===== src/vt4_pkg.sv =====
// Package for the vertex transform block: payload structs, lane result
// struct and matrix register constants. No dependencies.
`default_nettype none

package vt4_pkg;

  localparam int unsigned FIELD_W   = 32;
  localparam int unsigned REG_W     = 64;
  localparam int unsigned NUM_REGS  = 8;
  localparam int unsigned REG_IDX_W = 3;
  localparam int unsigned CFG_IDX_W = 4;
  localparam int unsigned NUM_LANES = 4;
  localparam int unsigned LANE_LAT  = 4;

  // identity matrix, two Q16.16 entries per register
  localparam logic [NUM_REGS-1:0][REG_W-1:0] REG_RESET = '{
    64'h0001_0000_0000_0000,  // row3_cols23
    64'h0000_0000_0000_0000,  // row3_cols01
    64'h0000_0000_0001_0000,  // row2_cols23
    64'h0000_0000_0000_0000,  // row2_cols01
    64'h0000_0000_0000_0000,  // row1_cols23
    64'h0001_0000_0000_0000,  // row1_cols01
    64'h0000_0000_0000_0000,  // row0_cols23
    64'h0000_0000_0001_0000   // row0_cols01
  };

  typedef struct packed {
    logic signed [FIELD_W-1:0] vec_x;
    logic signed [FIELD_W-1:0] vec_y;
    logic signed [FIELD_W-1:0] vec_z;
    logic signed [FIELD_W-1:0] vec_w;
  } vec_in_t;

  typedef struct packed {
    logic signed [FIELD_W-1:0] res_x;
    logic signed [FIELD_W-1:0] res_y;
    logic signed [FIELD_W-1:0] res_z;
    logic signed [FIELD_W-1:0] res_w;
    logic                      saturated;
  } vec_out_t;

  typedef struct packed {
    logic signed [FIELD_W-1:0] val;
    logic                      clip;
  } lane_out_t;

endpackage

`default_nettype wire


===== src/vt4_matrix_regs.sv =====
// Matrix configuration registers with identity reset.
// Depends on vt4_pkg.
`default_nettype none

module vt4_matrix_regs (
  input  logic                                          clk_i,
  input  logic                                          rst_ni,
  input  logic                                          cfg_valid_i,
  input  logic [vt4_pkg::CFG_IDX_W-1:0]                 cfg_index_i,
  input  logic [vt4_pkg::REG_W-1:0]                     cfg_data_i,
  output logic [vt4_pkg::NUM_REGS-1:0][vt4_pkg::REG_W-1:0] mat_o
);
  import vt4_pkg::*;

  logic [NUM_REGS-1:0][REG_W-1:0] mat_q;

  always_ff @(posedge clk_i or negedge rst_ni) begin
    if (!rst_ni) begin
      mat_q <= REG_RESET;
    end else if (cfg_valid_i && (cfg_index_i < CFG_IDX_W'(NUM_REGS))) begin
      mat_q[cfg_index_i[REG_IDX_W-1:0]] <= cfg_data_i;
    end
  end

  assign mat_o = mat_q;

endmodule

`default_nettype wire


===== config.mk =====
export PLATFORM = sky130hd
export DESIGN_NAME = vt4_matrix_regs
export DESIGN_NICKNAME = d
export VERILOG_FILES = /design/src/vt4_pkg.sv /design/src/vt4_matrix_regs.sv
export SDC_FILE = /design/constraint.sdc
export NUM_CORES = 1
export LEC_CHECK = 0
export ABC_AREA = 1
export CAP_MARGIN = 20
export CORE_AREA = 2 2 227 229
export DETAILED_ROUTE_END_ITERATION = 6
export DIE_AREA = 0 0 229 231
export DONT_BUFFER_PORTS = 1
export GPL_TIMING_DRIVEN = 0
export PLACE_DENSITY = 0.53
export SLEW_MARGIN = 10
export SYNTH_ARGS = -nofsm -noshare
export SYNTH_HDL_FRONTEND = slang
export SYNTH_SLANG_ARGS = --single-unit
export TNS_END_PERCENT = 1

===== constraint.sdc =====
create_clock -name clk_i -period 0.8 [get_ports clk_i]
set_input_delay 0.12 -clock clk_i [delete_from_list [all_inputs] [get_ports clk_i]]
set_output_delay 0.12 -clock clk_i [all_outputs]
set_load 0.005 [all_outputs]

# Word-level counts from Yosys, hierarchy flattened
# Index checks and enable logic that the tools add are counted.
word_totals:
  ff_bits: 512
  input_bits: 71
  output_inout_bits: 512
  wordCells: 16
classes:
  magnitude_cmp: 3
  n_mux: 3
  n_reduce_logical: 2
op_table:
  columns: ["op", "count"]
  rows:
  - ["512-bit bitwise mux", 1]
  - ["64-bit demux with 3-bit select", 1]
  - ["64-bit two-way mux", 1]
  - ["3-bit by 4-bit < comparator with 1-bit output (second input constant)", 1]
  - ["4-bit < comparator (second input constant)", 1]
  - ["3-bit by 1-bit >= comparator with 1-bit output (second input constant)", 1]
  - ["1-bit logical AND", 2]

# Longest topological paths before layout
# Gate-level depths: netlist of run 1.
depth:
  word_depth: 5
  mapped_depth: 7
  depth_no_buf: 5

# Least setup slack after synthesis of run 1
# OpenSTA, ideal clock, no wires.
synth_timing:
  path_kind: "input -> register"
  start: "input port cfg_index_i[0] (netlist name)"
  end: "register mat_q, in the netlist mat_o[139]"
  setup_ns: 0.066
  arrival_time_ns: 1.024
  t_required_ns: 0.734
  setup_slack_ns: -0.290
  cell_stages: 6
  n_path_buf: 3
  cell_sequence: "buf_2 > nor2_1 > buf_2 > clkbuf_1 > nand3_1 > nand2_1"
synth_between:
  elab_chain_cells: 5
  elab_cells_between_ends: 8
  cone_classes: "order compare: 3; mux: 3; reduce/logical: 2"
synth_rtl:
  columns: ["element", "line", "source"]
  rows:
  - ["start: declaration", "vt4_matrix_regs.sv:9", "input logic [vt4_pkg::CFG_IDX_W-1:0] cfg_index_i,"]
  - ["3-bit by 4-bit < comparator with 1-bit output (implied by the code) or 3-bit by 1-bit >= comparator with 1-bit output (tied branches)", "vt4_matrix_regs.sv:21", "mat_q[cfg_index_i[REG_IDX_W-1:0]] <= cfg_data_i;"]
  - ["1-bit logical AND (implied by the code)", "vt4_matrix_regs.sv:21", null]
  - ["64-bit two-way mux (implied by the code)", "vt4_matrix_regs.sv:21", null]
  - ["64-bit demux with 3-bit select", "vt4_matrix_regs.sv:21", null]
  - ["512-bit bitwise mux", "vt4_matrix_regs.sv:21", null]
  - ["end signal: indexed assignment", "vt4_matrix_regs.sv:21", null]
  - ["end: declaration", "vt4_matrix_regs.sv:15", "logic [NUM_REGS-1:0][REG_W-1:0] mat_q;"]
# Parallel ways exist; a longest one is shown, timed or not.
# A chain may end at the register's enable or synchronous reset.

==> metrics, run 1 <==
Total GRT Usage=0.270; Power, Total=70.4 mW; Tmin final=around 1.5 ns; main combinational cell family by area after synthesis=simple AND/OR/NAND/NOR gates; outcome=finished, violations left; syn avg cell area=8.82 sq um; H-tree level count=2; failing checks=hold timing, slew limit, setup timing; final setup fails=~1,100; ranking of synthesized cells by area=dfrtp_1 63%, nand2_1 24%, nand3_1 6.4%; XOR/XNOR Fraction of Synth Area=0; worst endpoint required time=between 0.7 and 0.8 ns; most common cell in the netlist=nand2_1; Die ar.=52,900 sq um; Layout fillers=4,948; max-slew violations=about 360; drc violations=0; Clock Latency Late Sink=between 0.5 and 0.6 ns; register area share after synthesis=0.640; Synth top area share=0.635; Initial Utilization=0.395; Post-Synth Simple-Gate Area=0.313; leakage power=~13 nW; post-synthesis instance area=about 20,000 sq um; IO Port Bufs=0; clock root buffer=clkbuf_16; DIE WIDTH=~230 microns; #FFs+latches synth=between 500 and 600; cts bufs inserted=53; EDFF count, synth=0; # diodes=0; Synth Flop Type=dfrtp_1; placed instance count=2,951; cells after synthesis=2,271; Worst R2R Path Depth=2; Commonest cells post-synth=1,285 x nand2_1, 508 x dfrtp_1, 256 x nand3_1; grt total ovfl=0; # hold bufs at CTS=64; max FFs per register=a little over 500; Max Root-Sink Buffers=3; slew at the pin closest to its max-slew limit=approximately 2.6 ns; first-pass GRT wire length=105 mm; hold crit path type=in2async; critical path class=in2async; final worst setup slack=-0.665 ns; drt first pass iters=5; layout cells sized above 1=0.132; Synth async-reset ratio=1.00; ANT nets after route=0; CTS tree=done; crit path capture type=asynchronous set/reset pin; Core ar.=between 50,000 and 60,000 sq um; detailed-placement wirelength estimate=approximately 48 mm; IR Drop Worst-Case VDD=1750 uV; via count=15,900; initial antenna violation count=1; Startpoint Class=primary input; Reg area=roughly 13,000 sq um; area occupied by multi-input gates=6310 sq um; warnings from Yosys=0; Nets=around 2,500; Clock transition at path regs=around 0.06 ns; max frequency=683 MHz; Layout area overhead=18.2%; Placer Congestion=between 0.8 and 0.9; clk_skew=0 ns; Synth Area in Compound Gates=0; CTS Sinks=between 500 and 600; Critical Path AT=1.42 ns; multiplexer share of the synthesized area=0; Slew HR=-0.752; pin count of the biggest net entering global routing=between 500 and 600; pwr dens=a little under 3000 nW/um^2; RSZ-0062 raised after global routing=yes; dpl ws=-0.991 ns; vias per inst=a little over 5; num rows=83; post-synthesis cell type count=14; area share of fa/ha/maj cells after synthesis=0; Final Hold Viols=roughly 530; Routed WL=roughly 73 mm; synthesized net count=about 2,300; initial drt markers=around 1,800; number of global-route vias before repair=15,200; max_cap viols=0; final cell count without fillers=roughly 3,100; WL/cell=23.3 microns; Crit Path Max Fanout=between 500 and 600; die height=231 microns; Tcrit/Tclk final=1.83; Crit. path cell count=0; I/O pin count=about 580; Hold WS=-0.779 ns; Synth area leader=dfrtp_1
==> layout by cell type, fill, tap and decap left out <==
| cell | netlist | final |
|---|---|---|
| nand2_1 | 1285 | 1283 |
| dfrtp_1 | 508 | 491 |
| nand3_1 | 256 | 256 |
| buf_2 | 142 | 124 |
| dlygate4sd3_1 | 0 | 64 |
| clkbuf_16 | 0 | 55 |
| clkbuf_2 | 0 | 32 |
| dfrtp_2 | 0 | 17 |
| clkbuf_8 | 0 | 16 |
| clkbuf_1 | 45 | 15 |
| buf_6 | 0 | 12 |
| clkbuf_4 | 0 | 9 |
| buf_4 | 6 | 8 |
| clkinv_2 | 0 | 8 |
| bufinv_16 | 0 | 6 |
| inv_2 | 4 | 5 |
| nor2_4 | 5 | 5 |
| nand3_4 | 0 | 5 |
| nor2_2 | 4 | 4 |
| buf_12 | 0 | 4 |
| dfstp_2 | 4 | 4 |
| nand2_2 | 1 | 3 |
| nand3_2 | 7 | 2 |
| nor2_1 | 2 | 2 |
| inv_6 | 0 | 2 |
| inv_1 | 2 | 1 |
| clkinvlp_4 | 0 | 1 |
==> cell families (layout without fill, tap and decap cells) <==
family / Yosys count / in the layout
buffers and inverters: 199 / 362
flip-flops: 512 / 512
AND/OR/NAND/NOR: 1560 / 1560
==> where the power goes <==
part           internal (mW)  switching [mW]  total [mW]  leakage, nW
clock                   15.9            10.5        26.4        0.928
combinational           2.62            4.04        6.66         5.47
sequential              31.3            5.97        37.3         6.47
==> path summary, 6_finish.rpt <==
| check | slack [ns] | to | from |
|---|---|---|---|
| worst max-delay path | -0.66 | mat_o[180] | rst_ni |
| worst min-delay path | -0.78 | mat_o[123] | rst_ni |
| worst max register to register | 0.05 | mat_o[176] | mat_o[176] |
| worst min register to register | 0.48 | mat_o[496] | mat_o[496] |
| max in group clk_i | -0.49 | mat_o[176] | mat_o[176] |
| min in group clk_i | -0.06 | mat_o[255] | cfg_index_i[1] |
==> per-layer routing <==
metal / track usage / share of wire / vias up
li1: - / - / 7244
met1: 0.341 / 0.39 / 7832
met2: 0.435 / 0.47 / 694
met3: 0.0877 / 0.098 / 140
met4: 0.0986 / 0.038 / 0
met5: 0 / 0 / -
==> worst reg2reg max path, stage by stage, from the launching register on <==
cell,delay (ns)
dfstp_2,0.57
nand2_1,0.06
nand2_1,0.06
==> what timing repair did <==
item | 4_1_cts | 5_1_grt
resized for setup | 21 | 21
endpoints found under the setup margin | 886 | 1001
pin swaps | 0 | 3
endpoints found under the hold margin | 1024 | 526
buffers inserted | 0 | 3
==> final cells by class <==
class,instances,share of cell area
timing repair buffer,67,0.0296
inverter,6,0.000951
buffer,193,0.0460
clock inverter,17,0.0104
tap,680,0.0359
multi-input combinational,1560,0.266
sequential,512,0.542
clock buffer,79,0.0687
==> metrics by stage <==
step | cell area, sq um | utilization | setup TNS [ns]
after floorplan | 20100 | - | -91.91
after global placement | 21000 | 0.414 | -364.10
after detailed placement | 21000 | 0.414 | -378.56
after CTS | 23500 | 0.465 | -243.51
after global routing | 23700 | 0.467 | -249.28
final | 23700 | 0.467 | -297.61
Note: power is estimated with default switching activity, not from simulation.
==> run 2, diff against run 1 <==
==> constraint.sdc (replaced) <==
create_clock -name clk_i -period 0.8 [get_ports clk_i]
set_input_delay 0.04 -clock clk_i [delete_from_list [all_inputs] [get_ports clk_i]]
set_output_delay 0.04 -clock clk_i [all_outputs]
set_load 0.005 [all_outputs]
==> run 2 against run 1 <==
  * The run still ends with hold timing, slew limit, setup timing left
  * Sequential cell count stayed put
  * Setup slack better by 0.011 ns
  * Final cell count hardly changed
  * Sequential power hardly changed
  * First-iteration DRC count is 7.2% lower
  * Critical path depth stayed put
  * Worst hold slack worse by 0.075 ns
  * Clock skew stayed put
  * Die area stayed put
  * Design area hardly changed
  * Critical path type unchanged
==> metrics, run 2 (synthesis gave the netlist of run 1 again) <==
Placer Congestion=roughly 0.86; Startpoint Class=primary input; CTS Sinks=~510; slew at the pin closest to its max-slew limit=around 2.7 ns; detailed-placement wirelength estimate=48.3 mm; Critical Path AT=~1.4 ns; layout cells sized above 1=0.133; critical path class=in2async; clock share of power=0.376; IR Drop Worst-Case VDD=around 1700 uV; Routed WL=72.7 mm; Max Root-Sink Buffers=3; I/O pin count=about 580; leakage power=approximately 13 nW; Switching Power=slightly above 20 mW; final cell count without fillers=3,115; Nets=~2,500; Hold WS=-0.854 ns; failing checks=hold timing, slew limit, setup timing; internal power=between 40 and 50 mW; worst endpoint required time=a little over 0.7 ns; Tmin final=~1.5 ns; met1 Usage GRT=0.341; first-pass GRT wire length=105 mm; Crit Path Max Fanout=about 500; via count=approximately 16,000; vias per inst=around 5.1; max-slew violations=360; Tcrit/Tclk final=1.82; cts bufs inserted=53; drc violations=0; busiest grt layer=met2; crit path capture type=asynchronous set/reset pin; clock root buffer=clkbuf_16; Sw Ratio=0.292; final setup fails=between 900 and 1,000; sequential share of power=0.530; Initial Utilization=0.395; Die ar.=about 53,000 sq um; ANT nets after route=0; number of global-route vias before repair=15,200; setup TNS=-229.42 ns; DIE WIDTH=229 microns; met2 Use GR=0.435; commonest non-fill, non-tap cells in the layout=1,283 x nand2_1, 489 x dfrtp_1, 256 x nand3_1, 127 x buf_2, 65 x dlygate4sd3_1; hold crit path type=in2async; WL/cell=roughly 23 microns; CTS tree=done; max FFs per register=around 510; IO Port Bufs=0; Total GRT Usage=0.270; die height=around 230 microns; # diodes=0; pwr dens=around 3000 nW/um^2; Layout area overhead=18.2%; final worst setup slack=-0.654 ns; dpl ws=-0.911 ns; Clock transition at path regs=0.06 ns; grt total ovfl=0; met3 Use GR=0.0877; outcome=finished, violations left; Clock Latency Late Sink=a little under 0.6 ns; clk_skew=0 ns; max frequency=just under 700 MHz; initial antenna violation count=1; drt first pass iters=5; num rows=between 80 and 90; H-tree level count=2; placed instance count=between 2,000 and 3,000; RSZ-0062 raised after global routing=yes; Combinational Power Share=0.094; pin count of the biggest net entering global routing=approximately 510; max_cap viols=0; Final Hold Viols=about 540; Power, Total=~70 mW; Core ar.=50,700 sq um; Slew HR=-0.799; initial drt markers=1,711; most common library cell in the layout ignoring fill and taps=nand2_1
run 2: final cells by class:
| type | count | area [sq um] |
|---|---|---|
| Clock inverter | 17 | 245 |
| Fill cell | 4945 | 27000 |
| Timing Repair Buffer | 68 | 711 |
| Buffer | 193 | 1080 |
| Clock buffer | 79 | 1630 |
| Tap cell | 680 | 851 |
| Inverter | 6 | 22.5 |
| Multi-Input combinational cell | 1560 | 6300 |
| Sequential cell | 512 | 12800 |
run 2: power groups by stage:
stage | clock network, mW | logic, mW | registers, mW
after global placement | 0 | 6.04 | 37.6
after CTS | 26.9 | 6.63 | 37.3
after floorplan | 0 | 4.94 | 34.8
after detailed placement | 0 | 6.37 | 37.6
after global routing | 28.0 | 7.80 | 37.6
final | 26.4 | 6.63 | 37.3
run 2: final timing paths:
check,start,endpoint,slack [ns],cells past startpoint
max,rst_ni,mat_o[180],-0.65,0
min,rst_ni,mat_o[123],-0.85,0
max reg2reg,mat_o[16],mat_o[16],0.05,2
min reg2reg,mat_o[496],mat_o[496],0.48,2
max in group clk_i,mat_o[176],mat_o[176],-0.40,0
min in group clk_i,cfg_index_i[1],mat_o[255],-0.15,4
run 2: repair_timing:
| action | CTS | global route |
|---|---|---|
| setup endpoints to repair | 815 | 887 |
| resized for setup | 21 | 19 |
| endpoints found under the hold margin | 1024 | 538 |
| pin swaps | 0 | 3 |
| setup buffers | 0 | 3 |
| hold buffers | 64 | 1 |
run 2: metrics by stage:
| step | area, sq um | util |
|---|---|---|
| after floorplan | 20100 | - |
| after global placement | 21000 | 0.414 |
| after detailed placement | 21000 | 0.414 |
| after CTS | 23500 | 0.465 |
| after global routing | 23700 | 0.467 |
| final | 23700 | 0.467 |
run 2: layer usage:
metal	up-vias	share of wire
met5	-	0
met2	721	0.47
met1	7831	0.39
li1	7244	-
met4	0	0.038
met3	146	0.10
